File: config.mk
export PLATFORM = sky130hd
export DESIGN_NAME = bitmap_slot_allocator
export DESIGN_NICKNAME = d
export VERILOG_FILES = /design/src/design/bsa_pkg.sv /design/src/design/bitmap_slot_allocator.sv /design/src/design/bsa_find_first.sv
export SDC_FILE = /design/constraint.sdc
export NUM_CORES = 2
export LEC_CHECK = 0
export ABC_AREA = 1
export BUFFER_PORTS_ARGS = -buffer_cell sky130_fd_sc_hd__buf_2
export CAP_MARGIN = 20
export CELL_PAD_IN_SITES_DETAIL_PLACEMENT = 2
export CELL_PAD_IN_SITES_GLOBAL_PLACEMENT = 2
export CORE_AREA = 3 3 308 431
export DETAILED_ROUTE_END_ITERATION = 12
export DIE_AREA = 0 0 311 434
export PLACE_DENSITY_LB_ADDON = 0.1
export SYNTH_ARGS = -nofsm -noshare
export SYNTH_HDL_FRONTEND = slang
export SYNTH_SLANG_ARGS = --single-unit
File: constraint.sdc
create_clock -name clk -period 22.5 [get_ports clk]
set_input_delay 3.375 -clock clk [delete_from_list [all_inputs] [get_ports clk]]
set_output_delay 3.375 -clock clk [all_outputs]
set_load 0.01 [all_outputs]
File: src/design/bsa_pkg.sv
// shared types and constants for the bitmap slot allocator
`default_nettype none

package bsa_pkg;

  // field widths
  localparam int SLOT_W   = 10;
  localparam int CFG_W    = 11;
  localparam int STATUS_W = 3;

  // bitmap word geometry
  localparam int WORD_W     = 64;
  localparam int BIT_IDX_W  = 6;
  localparam int WORD_SEL_W = CFG_W - BIT_IDX_W;

  // request codes
  localparam logic [1:0] OP_ALLOC = 2'd0;
  localparam logic [1:0] OP_FREE  = 2'd1;
  localparam logic [1:0] OP_CHECK = 2'd2;

  // result status codes
  localparam logic [STATUS_W-1:0] ST_OK    = 3'd0;
  localparam logic [STATUS_W-1:0] ST_FULL  = 3'd1;
  localparam logic [STATUS_W-1:0] ST_ROOT  = 3'd2;
  localparam logic [STATUS_W-1:0] ST_FREE  = 3'd3;
  localparam logic [STATUS_W-1:0] ST_RANGE = 3'd4;

  // reset value of the slot limit register
  localparam logic [CFG_W-1:0] ACTIVE_SLOTS_RESET = 11'd1024;

  // sequencer states
  typedef enum logic [1:0] {
    S_IDLE,
    S_SCAN,
    S_ACCESS
  } state_t;

  // find-first result
  typedef struct packed {
    logic                 found;
    logic [BIT_IDX_W-1:0] index;
  } ff_result_t;

endpackage

`default_nettype wire

File: src/design/bitmap_slot_allocator.sv
// first-fit slot allocator over an occupancy bitmap held in 64-bit words
`default_nettype none

// Requests are taken when start is high and busy is low; each gives exactly one
// result, shown for one cycle with done high, and the receiver cannot stall it.
// Free and check requests read the word holding the slot and finish in the access state. An
// allocate request walks the bitmap one 64-bit word per cycle through a single find-first
// unit, reading words until a free slot is found, at most ceil(limit / 64) of them,
// sixteen at the default limit.
// The occupancy words carry valid bits that reset clears, so no clearing pass is
// needed. The slot limit is active_slots saturated to SLOT_COUNT; write
// active_slots only while busy is low.
module bitmap_slot_allocator #(
  parameter int SLOT_COUNT = 1024
) (
  input  wire logic                           clk,
  input  wire logic                           rst,
  input  wire logic                           start,
  output      logic                           busy,
  input  wire logic [1:0]                     op,
  input  wire logic [bsa_pkg::SLOT_W-1:0]     slot_index,
  input  wire logic                           cfg_valid,
  output      logic                           cfg_ready,
  input  wire logic [bsa_pkg::CFG_W-1:0]      cfg_data,
  output      logic                           done,
  output      logic [bsa_pkg::SLOT_W-1:0]     granted_slot,
  output      logic [bsa_pkg::STATUS_W-1:0]   status,
  output      logic [bsa_pkg::CFG_W-1:0]      live_count
);

  // highest reachable limit: the register is 11 bits wide
  localparam int LIM_CAP   = (SLOT_COUNT < 2047) ? SLOT_COUNT : 2047;
  localparam int NUM_WORDS = (LIM_CAP + bsa_pkg::WORD_W - 1) / bsa_pkg::WORD_W;
  localparam int AW        = (NUM_WORDS > 1) ? $clog2(NUM_WORDS) : 1;
  localparam logic [bsa_pkg::CFG_W-1:0] CAP = bsa_pkg::CFG_W'(LIM_CAP);

  bsa_pkg::state_t state, state_next;

  logic [bsa_pkg::CFG_W-1:0]    active_slots;
  logic [bsa_pkg::CFG_W-1:0]    count, count_next;
  logic [1:0]                   op_q;
  logic [bsa_pkg::SLOT_W-1:0]   slot_q;
  logic [AW-1:0]                scan_word, scan_word_next;

  // bitmap storage
  logic [bsa_pkg::WORD_W-1:0]   mem [NUM_WORDS];
  logic [NUM_WORDS-1:0]         word_valid;
  logic [AW-1:0]                rd_addr;
  logic [bsa_pkg::WORD_W-1:0]   rd_data;
  logic                         rd_vld;
  logic                         wr_en;
  logic [AW-1:0]                wr_addr;
  logic [bsa_pkg::WORD_W-1:0]   wr_data;

  // result staging
  logic                         res_en;
  logic [bsa_pkg::SLOT_W-1:0]   res_slot;
  logic [bsa_pkg::STATUS_W-1:0] res_status;

  // datapath helpers
  logic [bsa_pkg::CFG_W-1:0]      lim;
  logic [bsa_pkg::CFG_W-1:0]      lim_m1;
  logic [bsa_pkg::WORD_SEL_W-1:0] last_word;
  logic [bsa_pkg::WORD_SEL_W-1:0] scan_word_ext;
  logic [bsa_pkg::WORD_W-1:0]     word_eff;
  logic [bsa_pkg::WORD_W-1:0]     lim_mask;
  logic [bsa_pkg::WORD_W-1:0]     free_vec;
  logic [bsa_pkg::CFG_W-1:0]      grant_full;
  logic [AW-1:0]                  slot_word;
  logic [AW-1:0]                  in_slot_word;
  logic                           slot_bit;
  logic                           slot_in_range;
  bsa_pkg::ff_result_t            ff;

  assign busy      = (state != bsa_pkg::S_IDLE);
  assign cfg_ready = (state == bsa_pkg::S_IDLE);

  // slot limit, saturated to the slot count
  assign lim       = (active_slots > CAP) ? CAP : active_slots;
  assign lim_m1    = lim - bsa_pkg::CFG_W'(1);
  assign last_word = lim_m1[bsa_pkg::CFG_W-1:bsa_pkg::BIT_IDX_W];
  assign scan_word_ext = bsa_pkg::WORD_SEL_W'(scan_word);

  // word holding the requested slot
  assign slot_word    = AW'(slot_q[bsa_pkg::SLOT_W-1:bsa_pkg::BIT_IDX_W]);
  assign in_slot_word = AW'(slot_index[bsa_pkg::SLOT_W-1:bsa_pkg::BIT_IDX_W]);

  // unwritten words read as all free
  assign word_eff      = rd_vld ? rd_data : '0;
  assign slot_bit      = word_eff[slot_q[bsa_pkg::BIT_IDX_W-1:0]];
  assign slot_in_range = ({1'b0, slot_q} < lim);

  // slots of the word being scanned that lie below the limit
  always_comb begin
    if (lim == '0) begin
      lim_mask = '0;
    end else if (scan_word_ext < last_word) begin
      lim_mask = '1;
    end else begin
      lim_mask = (bsa_pkg::WORD_W'(2) << lim_m1[bsa_pkg::BIT_IDX_W-1:0])
                 - bsa_pkg::WORD_W'(1);
    end
  end

  assign free_vec   = ~word_eff & lim_mask;
  assign grant_full = {scan_word_ext, ff.index};

  bsa_find_first u_find_first (
    .vec    (free_vec),
    .result (ff)
  );

  // next state
  always_comb begin
    state_next = state;
    case (state)
      bsa_pkg::S_IDLE: begin
        if (start) begin
          state_next = (op == bsa_pkg::OP_ALLOC) ? bsa_pkg::S_SCAN : bsa_pkg::S_ACCESS;
        end
      end
      bsa_pkg::S_SCAN: begin
        if (ff.found || lim == '0 || scan_word_ext == last_word) begin
          state_next = bsa_pkg::S_IDLE;
        end
      end
      bsa_pkg::S_ACCESS: begin
        state_next = bsa_pkg::S_IDLE;
      end
      default: begin
        state_next = bsa_pkg::S_IDLE;
      end
    endcase
  end

  // sequencer outputs: read address, bitmap update, count and result
  always_comb begin
    rd_addr        = '0;
    wr_en          = 1'b0;
    wr_addr        = scan_word;
    wr_data        = word_eff;
    res_en         = 1'b0;
    res_slot       = slot_q;
    res_status     = bsa_pkg::ST_OK;
    count_next     = count;
    scan_word_next = scan_word;
    case (state)
      bsa_pkg::S_IDLE: begin
        scan_word_next = '0;
        rd_addr        = (op == bsa_pkg::OP_ALLOC) ? '0 : in_slot_word;
      end
      bsa_pkg::S_SCAN: begin
        if (ff.found) begin
          wr_en      = 1'b1;
          wr_data    = word_eff | (bsa_pkg::WORD_W'(1) << ff.index);
          count_next = count + bsa_pkg::CFG_W'(1);
          res_en     = 1'b1;
          res_slot   = grant_full[bsa_pkg::SLOT_W-1:0];
        end else if (lim == '0 || scan_word_ext == last_word) begin
          res_en     = 1'b1;
          res_slot   = '0;
          res_status = bsa_pkg::ST_FULL;
        end else begin
          scan_word_next = scan_word + AW'(1);
          rd_addr        = scan_word + AW'(1);
        end
      end
      bsa_pkg::S_ACCESS: begin
        res_en  = 1'b1;
        wr_addr = slot_word;
        case (op_q)
          bsa_pkg::OP_FREE: begin
            if (slot_q == '0) begin
              res_status = bsa_pkg::ST_ROOT;
            end else if (!slot_in_range) begin
              res_status = bsa_pkg::ST_RANGE;
            end else if (slot_bit) begin
              wr_en      = 1'b1;
              wr_data    = word_eff & ~(bsa_pkg::WORD_W'(1) << slot_q[bsa_pkg::BIT_IDX_W-1:0]);
              count_next = count - bsa_pkg::CFG_W'(1);
            end
          end
          bsa_pkg::OP_CHECK: begin
            if (!slot_in_range) begin
              res_status = bsa_pkg::ST_RANGE;
            end else if (!slot_bit) begin
              res_status = bsa_pkg::ST_FREE;
            end
          end
          default: begin
            res_status = bsa_pkg::ST_RANGE;
          end
        endcase
      end
      default: begin
      end
    endcase
  end

  // control registers
  always_ff @(posedge clk) begin
    if (rst) begin
      state        <= bsa_pkg::S_IDLE;
      count        <= '0;
      active_slots <= bsa_pkg::ACTIVE_SLOTS_RESET;
      done         <= 1'b0;
      word_valid   <= '0;
    end else begin
      state <= state_next;
      count <= count_next;
      done  <= res_en;
      if (cfg_valid && cfg_ready) begin
        active_slots <= cfg_data;
      end
      if (wr_en) begin
        word_valid[wr_addr] <= 1'b1;
      end
    end
  end

  // request capture, scan cursor and result fields
  always_ff @(posedge clk) begin
    if (start && !busy) begin
      op_q   <= op;
      slot_q <= slot_index;
    end
    scan_word <= scan_word_next;
    if (res_en) begin
      granted_slot <= res_slot;
      status       <= res_status;
      live_count   <= count_next;
    end
  end

  // bitmap memory, registered read
  always_ff @(posedge clk) begin
    if (wr_en) begin
      mem[wr_addr] <= wr_data;
    end
    rd_data <= mem[rd_addr];
    rd_vld  <= word_valid[rd_addr];
  end

  // a result only follows a cycle of work
  a_done_after_work: assert property (@(posedge clk) disable iff (rst)
    done |-> $past(state) != bsa_pkg::S_IDLE)
    else $error("result strobe without a request in progress");

  // an accepted transfer always makes the block busy
  a_accept_busy: assert property (@(posedge clk) disable iff (rst)
    start && !busy |=> busy)
    else $error("accepted request did not start the sequencer");

  // occupied count never passes the reachable slot range
  a_count_bound: assert property (@(posedge clk) disable iff (rst)
    count <= CAP)
    else $error("occupied count beyond slot range");

  // a granted allocation raises the count by one
  a_alloc_count: assert property (@(posedge clk) disable iff (rst)
    done && op_q == bsa_pkg::OP_ALLOC && status == bsa_pkg::ST_OK
      |-> live_count == bsa_pkg::CFG_W'($past(count) + bsa_pkg::CFG_W'(1)))
    else $error("allocation did not increment occupied count");

endmodule

`default_nettype wire

File: src/design/bsa_find_first.sv
// find-first-set unit over one 64-bit bitmap word
`default_nettype none

module bsa_find_first (
  input  wire logic [bsa_pkg::WORD_W-1:0] vec,
  output bsa_pkg::ff_result_t             result
);

  // binary search for the lowest set bit, halving the window at each level
  always_comb begin
    logic [bsa_pkg::WORD_W-1:0]    work;
    logic [bsa_pkg::WORD_W-1:0]    lo_mask;
    logic [bsa_pkg::BIT_IDX_W-1:0] idx;
    work = vec;
    idx  = '0;
    for (int lvl = bsa_pkg::BIT_IDX_W - 1; lvl >= 0; lvl--) begin
      lo_mask = (bsa_pkg::WORD_W'(1) << (1 << lvl)) - bsa_pkg::WORD_W'(1);
      if ((work & lo_mask) == '0) begin
        idx[lvl] = 1'b1;
        work     = work >> (1 << lvl);
      end
    end
    result.found = |vec;
    result.index = idx;
  end

endmodule

`default_nettype wire
==> key figures <==
Power
  – Power after layout: 0.00527 W
  – PD cells: 89.4 mW/mm^2
  – Worst voltage drop across the vdd grid: 0.0731 mV
  – Flop pwr share: 47.5%
  – Standby leakage power: 20.3 nW
  – Internal Power: 0.00375 W
  – Fraction of power consumed by combinational cells: 15.2%
  – Clock network power share: 37.3%
  – Net switching fraction of the power: 28.8%
  – Switching power total: 0.00152 W

Clock network
  – Clock sink count: 1170
  – Cts bufs inserted: 114
  – Hold buffers post-CTS: 0
  – CTS clk-pin slew, worst paths: 0.06 ns
  – Post-CTS setup buffer count: 0
  – CTS tree: built
  – Clk buf depth: 3
  – Quantity of gates resized following cts: 0
  – Clock root buffer: sky130_fd_sc_hd__clkbuf_16
  – CTS H-tree depth: 3
  – Clock latency reported for the late side of the worst-skew pair: 0.77 ns

GRT
  – Via count of the first global-routing pass: 42881
  – Number of antenna violations at the first check in global routing: 3
  – Remaining global-route overflow: 0
  – Pin count of the biggest net entering global routing: 109
  – First-pass GRT wire length: 298000 um
  – Combined global-route utilization of all metal layers: 29.8%

Die
  – Core area: 0.129 sq mm
  – Die Ht: 434 um
  – Initial Utilization: 40.9%
  – Boundary Pins: 54
  – Number of rows in the core area: 156
  – Die Footprint: 0.135 sq mm
  – Horizontal extent of the die: 311 um

Setup path
  – Data required time at the worst endpoint: 23.19 ns
  – Depth of the worst register-to-register path: 35
  – Max Fanout on Critical Path: 108
  – Capturing point of the worst reg2reg path: rd_data[18]
  – Arrival time reported for the critical path endpoint: 10.77 ns
  – CP startpoint: active_slots[10]
  – Setup Crit Path Kind: register to register
  – Critical path buffers and inverters: 12
  – Startpoint of the most critical register-to-register path: active_slots[10]
  – R2R Setup Slk: 12.42 ns
  – Top cell family by delay on the critical path: buffers and inverters
  – CP Capture Type: register
  – Standard cell with the maximum stage delay on the critical path: sky130_fd_sc_hd__buf_4
  – Delay contributed by the slowest stage of the critical path: 0.84 ns
  – Critical Path Start Type: register

Route
  – Final routed wirelength across all metal layers: 203000 um
  – Vias per cell: 6.03
  – First DRT Iteration DRCs: 3217
  – Iteration count of the initial detailed-routing pass: 5
  – Via total after detailed routing: 39623
  – ANT nets after route: 0
  – Residual DRC count: 0
  – Average wire length per cell after detail routing: 30.8 um

Final layout
  – Fraction of final layout cells sized beyond drive strength 1: 16.3%
  – Fill cell total of the finished layout: 13225
  – Net count of the finished layout: 4775
  – Syn-to-layout area delta: 11.4%

Logic synthesis
  – Synth Net Count: 4789
  – Number of instances in the synthesized netlist: 4740
  – Yosys warning total: 0
  – Most common flop cell mapped by yosys: sky130_fd_sc_hd__edfxtp_1
  – Avg Synthesized Cell Area: 11.2 sq um
  – Post-synthesis sequential element count: 1170
  – Portion of the post-synthesis area used by sequential elements: 64.4%
  – Async set or reset register ratio after synthesis: 0%
  – Netlist area before placement: 0.0529 sq mm
  – Number of enable flip-flop cells after synthesis: 1064
  – Count of unique library cells instantiated by Yosys: 61

Hold path
  – Hold path cells: 2
  – Classification of the worst-slack hold path: register to register
  – Start point of the worst min-delay path: word_valid[1]
  – Capture endpoint of the worst hold path: word_valid[1]

Place
  – Number of I/O port buffers: 53
  – Placer's final routability congestion estimate: 0.908
  – Final HPWL DP: 124000 um

STA
  – Actual transition at the worst max-transition pin: 1.23 ns
  – Min Tclk post-route: 10.08 ns
  – Sum of negative setup slack: 0 ns
  – Share of the clock period used by the worst path: 44.8%
  – Final Setup Violations: 0
  – Highest clock rate: 99.2 MHz
  – Count of final max-slew check failures: 0
  – Setup repair after global routing missed its margin: false
  – Final count of hold timing violations: 0
  – Relative slew slack: 18.0%
  – Post-route clock skew: 0.0476 ns

Status
  – Outcome: finished clean

Run
  – Max-cap violations: 0
-- cells in the final DEF (no fill, tap or decap), types with 25 or more instances in the layout --
cell,Yosys,final
sky130_fd_sc_hd__nand4_1,87,87
sky130_fd_sc_hd__nand2_1,528,526
sky130_fd_sc_hd__buf_2,76,53
sky130_fd_sc_hd__edfxtp_1,1064,1064
sky130_fd_sc_hd__dfxtp_1,106,105
sky130_fd_sc_hd__inv_1,190,184
sky130_fd_sc_hd__nor2_1,546,533
sky130_fd_sc_hd__o21ai_0,368,356
sky130_fd_sc_hd__or2_2,263,263
sky130_fd_sc_hd__nor3_1,25,25
sky130_fd_sc_hd__clkbuf_1,176,27
sky130_fd_sc_hd__buf_4,8,124
sky130_fd_sc_hd__nand3_1,298,298
sky130_fd_sc_hd__clkinv_2,1,27
sky130_fd_sc_hd__a21oi_1,149,148
sky130_fd_sc_hd__clkbuf_16,0,115
sky130_fd_sc_hd__o211ai_1,476,476
sky130_fd_sc_hd__o211ai_2,51,51
sky130_fd_sc_hd__o21ai_1,31,41
-- per-layer routing --
| metal | GRT usage, % | share of wire [%] | vias up |
|---|---|---|---|
| met1 | 37.7 | 41 | 20859 |
| met3 | 3.38 | 4.5 | 324 |
| met2 | 52.8 | 51 | 1150 |
| li1 | - | - | 17288 |
| met4 | 10.8 | 3.6 | 2 |
| met5 | 0 | 0.0059 | - |
-- worst max path at each step --
stage	slack (ns)	end	cells past startpoint
after global routing	11.60	mem[5][41]	40
after floorplan	14.83	mem[10][0]	35
after detailed placement	12.15	mem[0][41]	39
final	12.42	rd_data[18]	35
after global placement	12.27	mem[8][57]	39
after CTS	12.13	mem[1][41]	38
-- cell type report --
cell class / count / area [sq um] / area share, %
Multi-Input combinational cell: 3036 / 16700 / 28.4
Timing Repair Buffer: 184 / 1310 / 2.22
Inverter: 220 / 860 / 1.46
Sequential cell: 1170 / 34100 / 57.8
Antenna cell: 2 / 5.00 / 0.00850
Tap cell: 1738 / 2170 / 3.69
Clock buffer: 150 / 3090 / 5.24
Clock inverter: 66 / 679 / 1.15
-- tightest hold or removal path, delay by kind of cell (launching register included) --
kind / cells / cell delay, ns
flip-flops: 1 / 0.30
buffers and inverters: 1 / 0.07
AO/OA/AOI/OAI: 1 / 0.06
-- cells in the mapped netlist, types with 12 or more instances --
| cell type | number | share of area (%) |
|---|---|---|
| sky130_fd_sc_hd__a21oi_1 | 149 | 1.4 |
| sky130_fd_sc_hd__a22oi_1 | 12 | 0.17 |
| sky130_fd_sc_hd__a31oi_1 | 13 | 0.15 |
| sky130_fd_sc_hd__buf_1 | 38 | 0.27 |
| sky130_fd_sc_hd__buf_2 | 76 | 0.72 |
| sky130_fd_sc_hd__buf_6 | 16 | 0.34 |
| sky130_fd_sc_hd__clkbuf_1 | 176 | 1.2 |
| sky130_fd_sc_hd__dfxtp_1 | 106 | 4.0 |
| sky130_fd_sc_hd__edfxtp_1 | 1064 | 60 |
| sky130_fd_sc_hd__ha_1 | 22 | 0.52 |
| sky130_fd_sc_hd__inv_1 | 190 | 1.3 |
| sky130_fd_sc_hd__inv_2 | 22 | 0.16 |
| sky130_fd_sc_hd__nand2_1 | 528 | 3.7 |
| sky130_fd_sc_hd__nand2_2 | 16 | 0.19 |
| sky130_fd_sc_hd__nand3_1 | 298 | 2.8 |
| sky130_fd_sc_hd__nand4_1 | 87 | 1.0 |
| sky130_fd_sc_hd__nor2_1 | 546 | 3.9 |
| sky130_fd_sc_hd__nor2_2 | 14 | 0.17 |
| sky130_fd_sc_hd__nor3_1 | 25 | 0.24 |
| sky130_fd_sc_hd__o211ai_1 | 476 | 6.8 |
| sky130_fd_sc_hd__o211ai_2 | 51 | 1.2 |
| sky130_fd_sc_hd__o21ai_0 | 368 | 3.5 |
| sky130_fd_sc_hd__o21ai_1 | 31 | 0.29 |
| sky130_fd_sc_hd__o22ai_1 | 28 | 0.33 |
| sky130_fd_sc_hd__or2_2 | 263 | 3.1 |
-- flip-flops by register name (all words and copies together), names as in the netlist, 3 cells and up --
name and cells:
scan_word 4, status 3, mem 1024, word_valid 16, live_count 11, active_slots 11, rd_data 64, granted_slot 10
slot_q 10, count 11
-- metrics by stage --
step	std cells	cell area, sq um	worst slack, ns	hold slack (ns)	util (%)
2_1_floorplan	4740	52900	14.83	0.433	-
3_3_place_gp	6322	54900	12.27	0.446	42.5
3_5_place_dp	6328	55000	12.15	0.458	42.5
4_1_cts	6544	58700	12.13	0.472	45.4
5_1_grt	6565	58900	11.60	0.497	45.6
6_report	6566	58900	12.42	0.471	45.6
-- power groups by stage --
stage / clock network [W] / logic (W) / registers (W)
final: 0.00196 / 0.000802 / 0.00250
after global routing: 0.00208 / 0.000872 / 0.00250
after CTS: 0.00200 / 0.000793 / 0.00250
after detailed placement: 0 / 0.000786 / 0.00255
after global placement: 0 / 0.000759 / 0.00255
after floorplan: 0 / 0.000479 / 0.00253
-- cell families (layout without fill, tap and decap cells) --
| group | count (synthesis) | count (layout) | synth area share [%] |
|---|---|---|---|
| AO/OA/AOI/OAI | 1171 | 1171 | 14.5 |
| XOR/XNOR | 6 | 6 | 0.0994 |
| adder cells (fa/ha/maj) | 22 | 22 | 0.521 |
| buffers and inverters | 534 | 620 | 4.26 |
| flip-flops | 1170 | 1170 | 64.4 |
| other | 0 | 2 | 0 |
| AND/OR/NAND/NOR | 1837 | 1837 | 16.2 |
(Power assumes the default switching activity.)
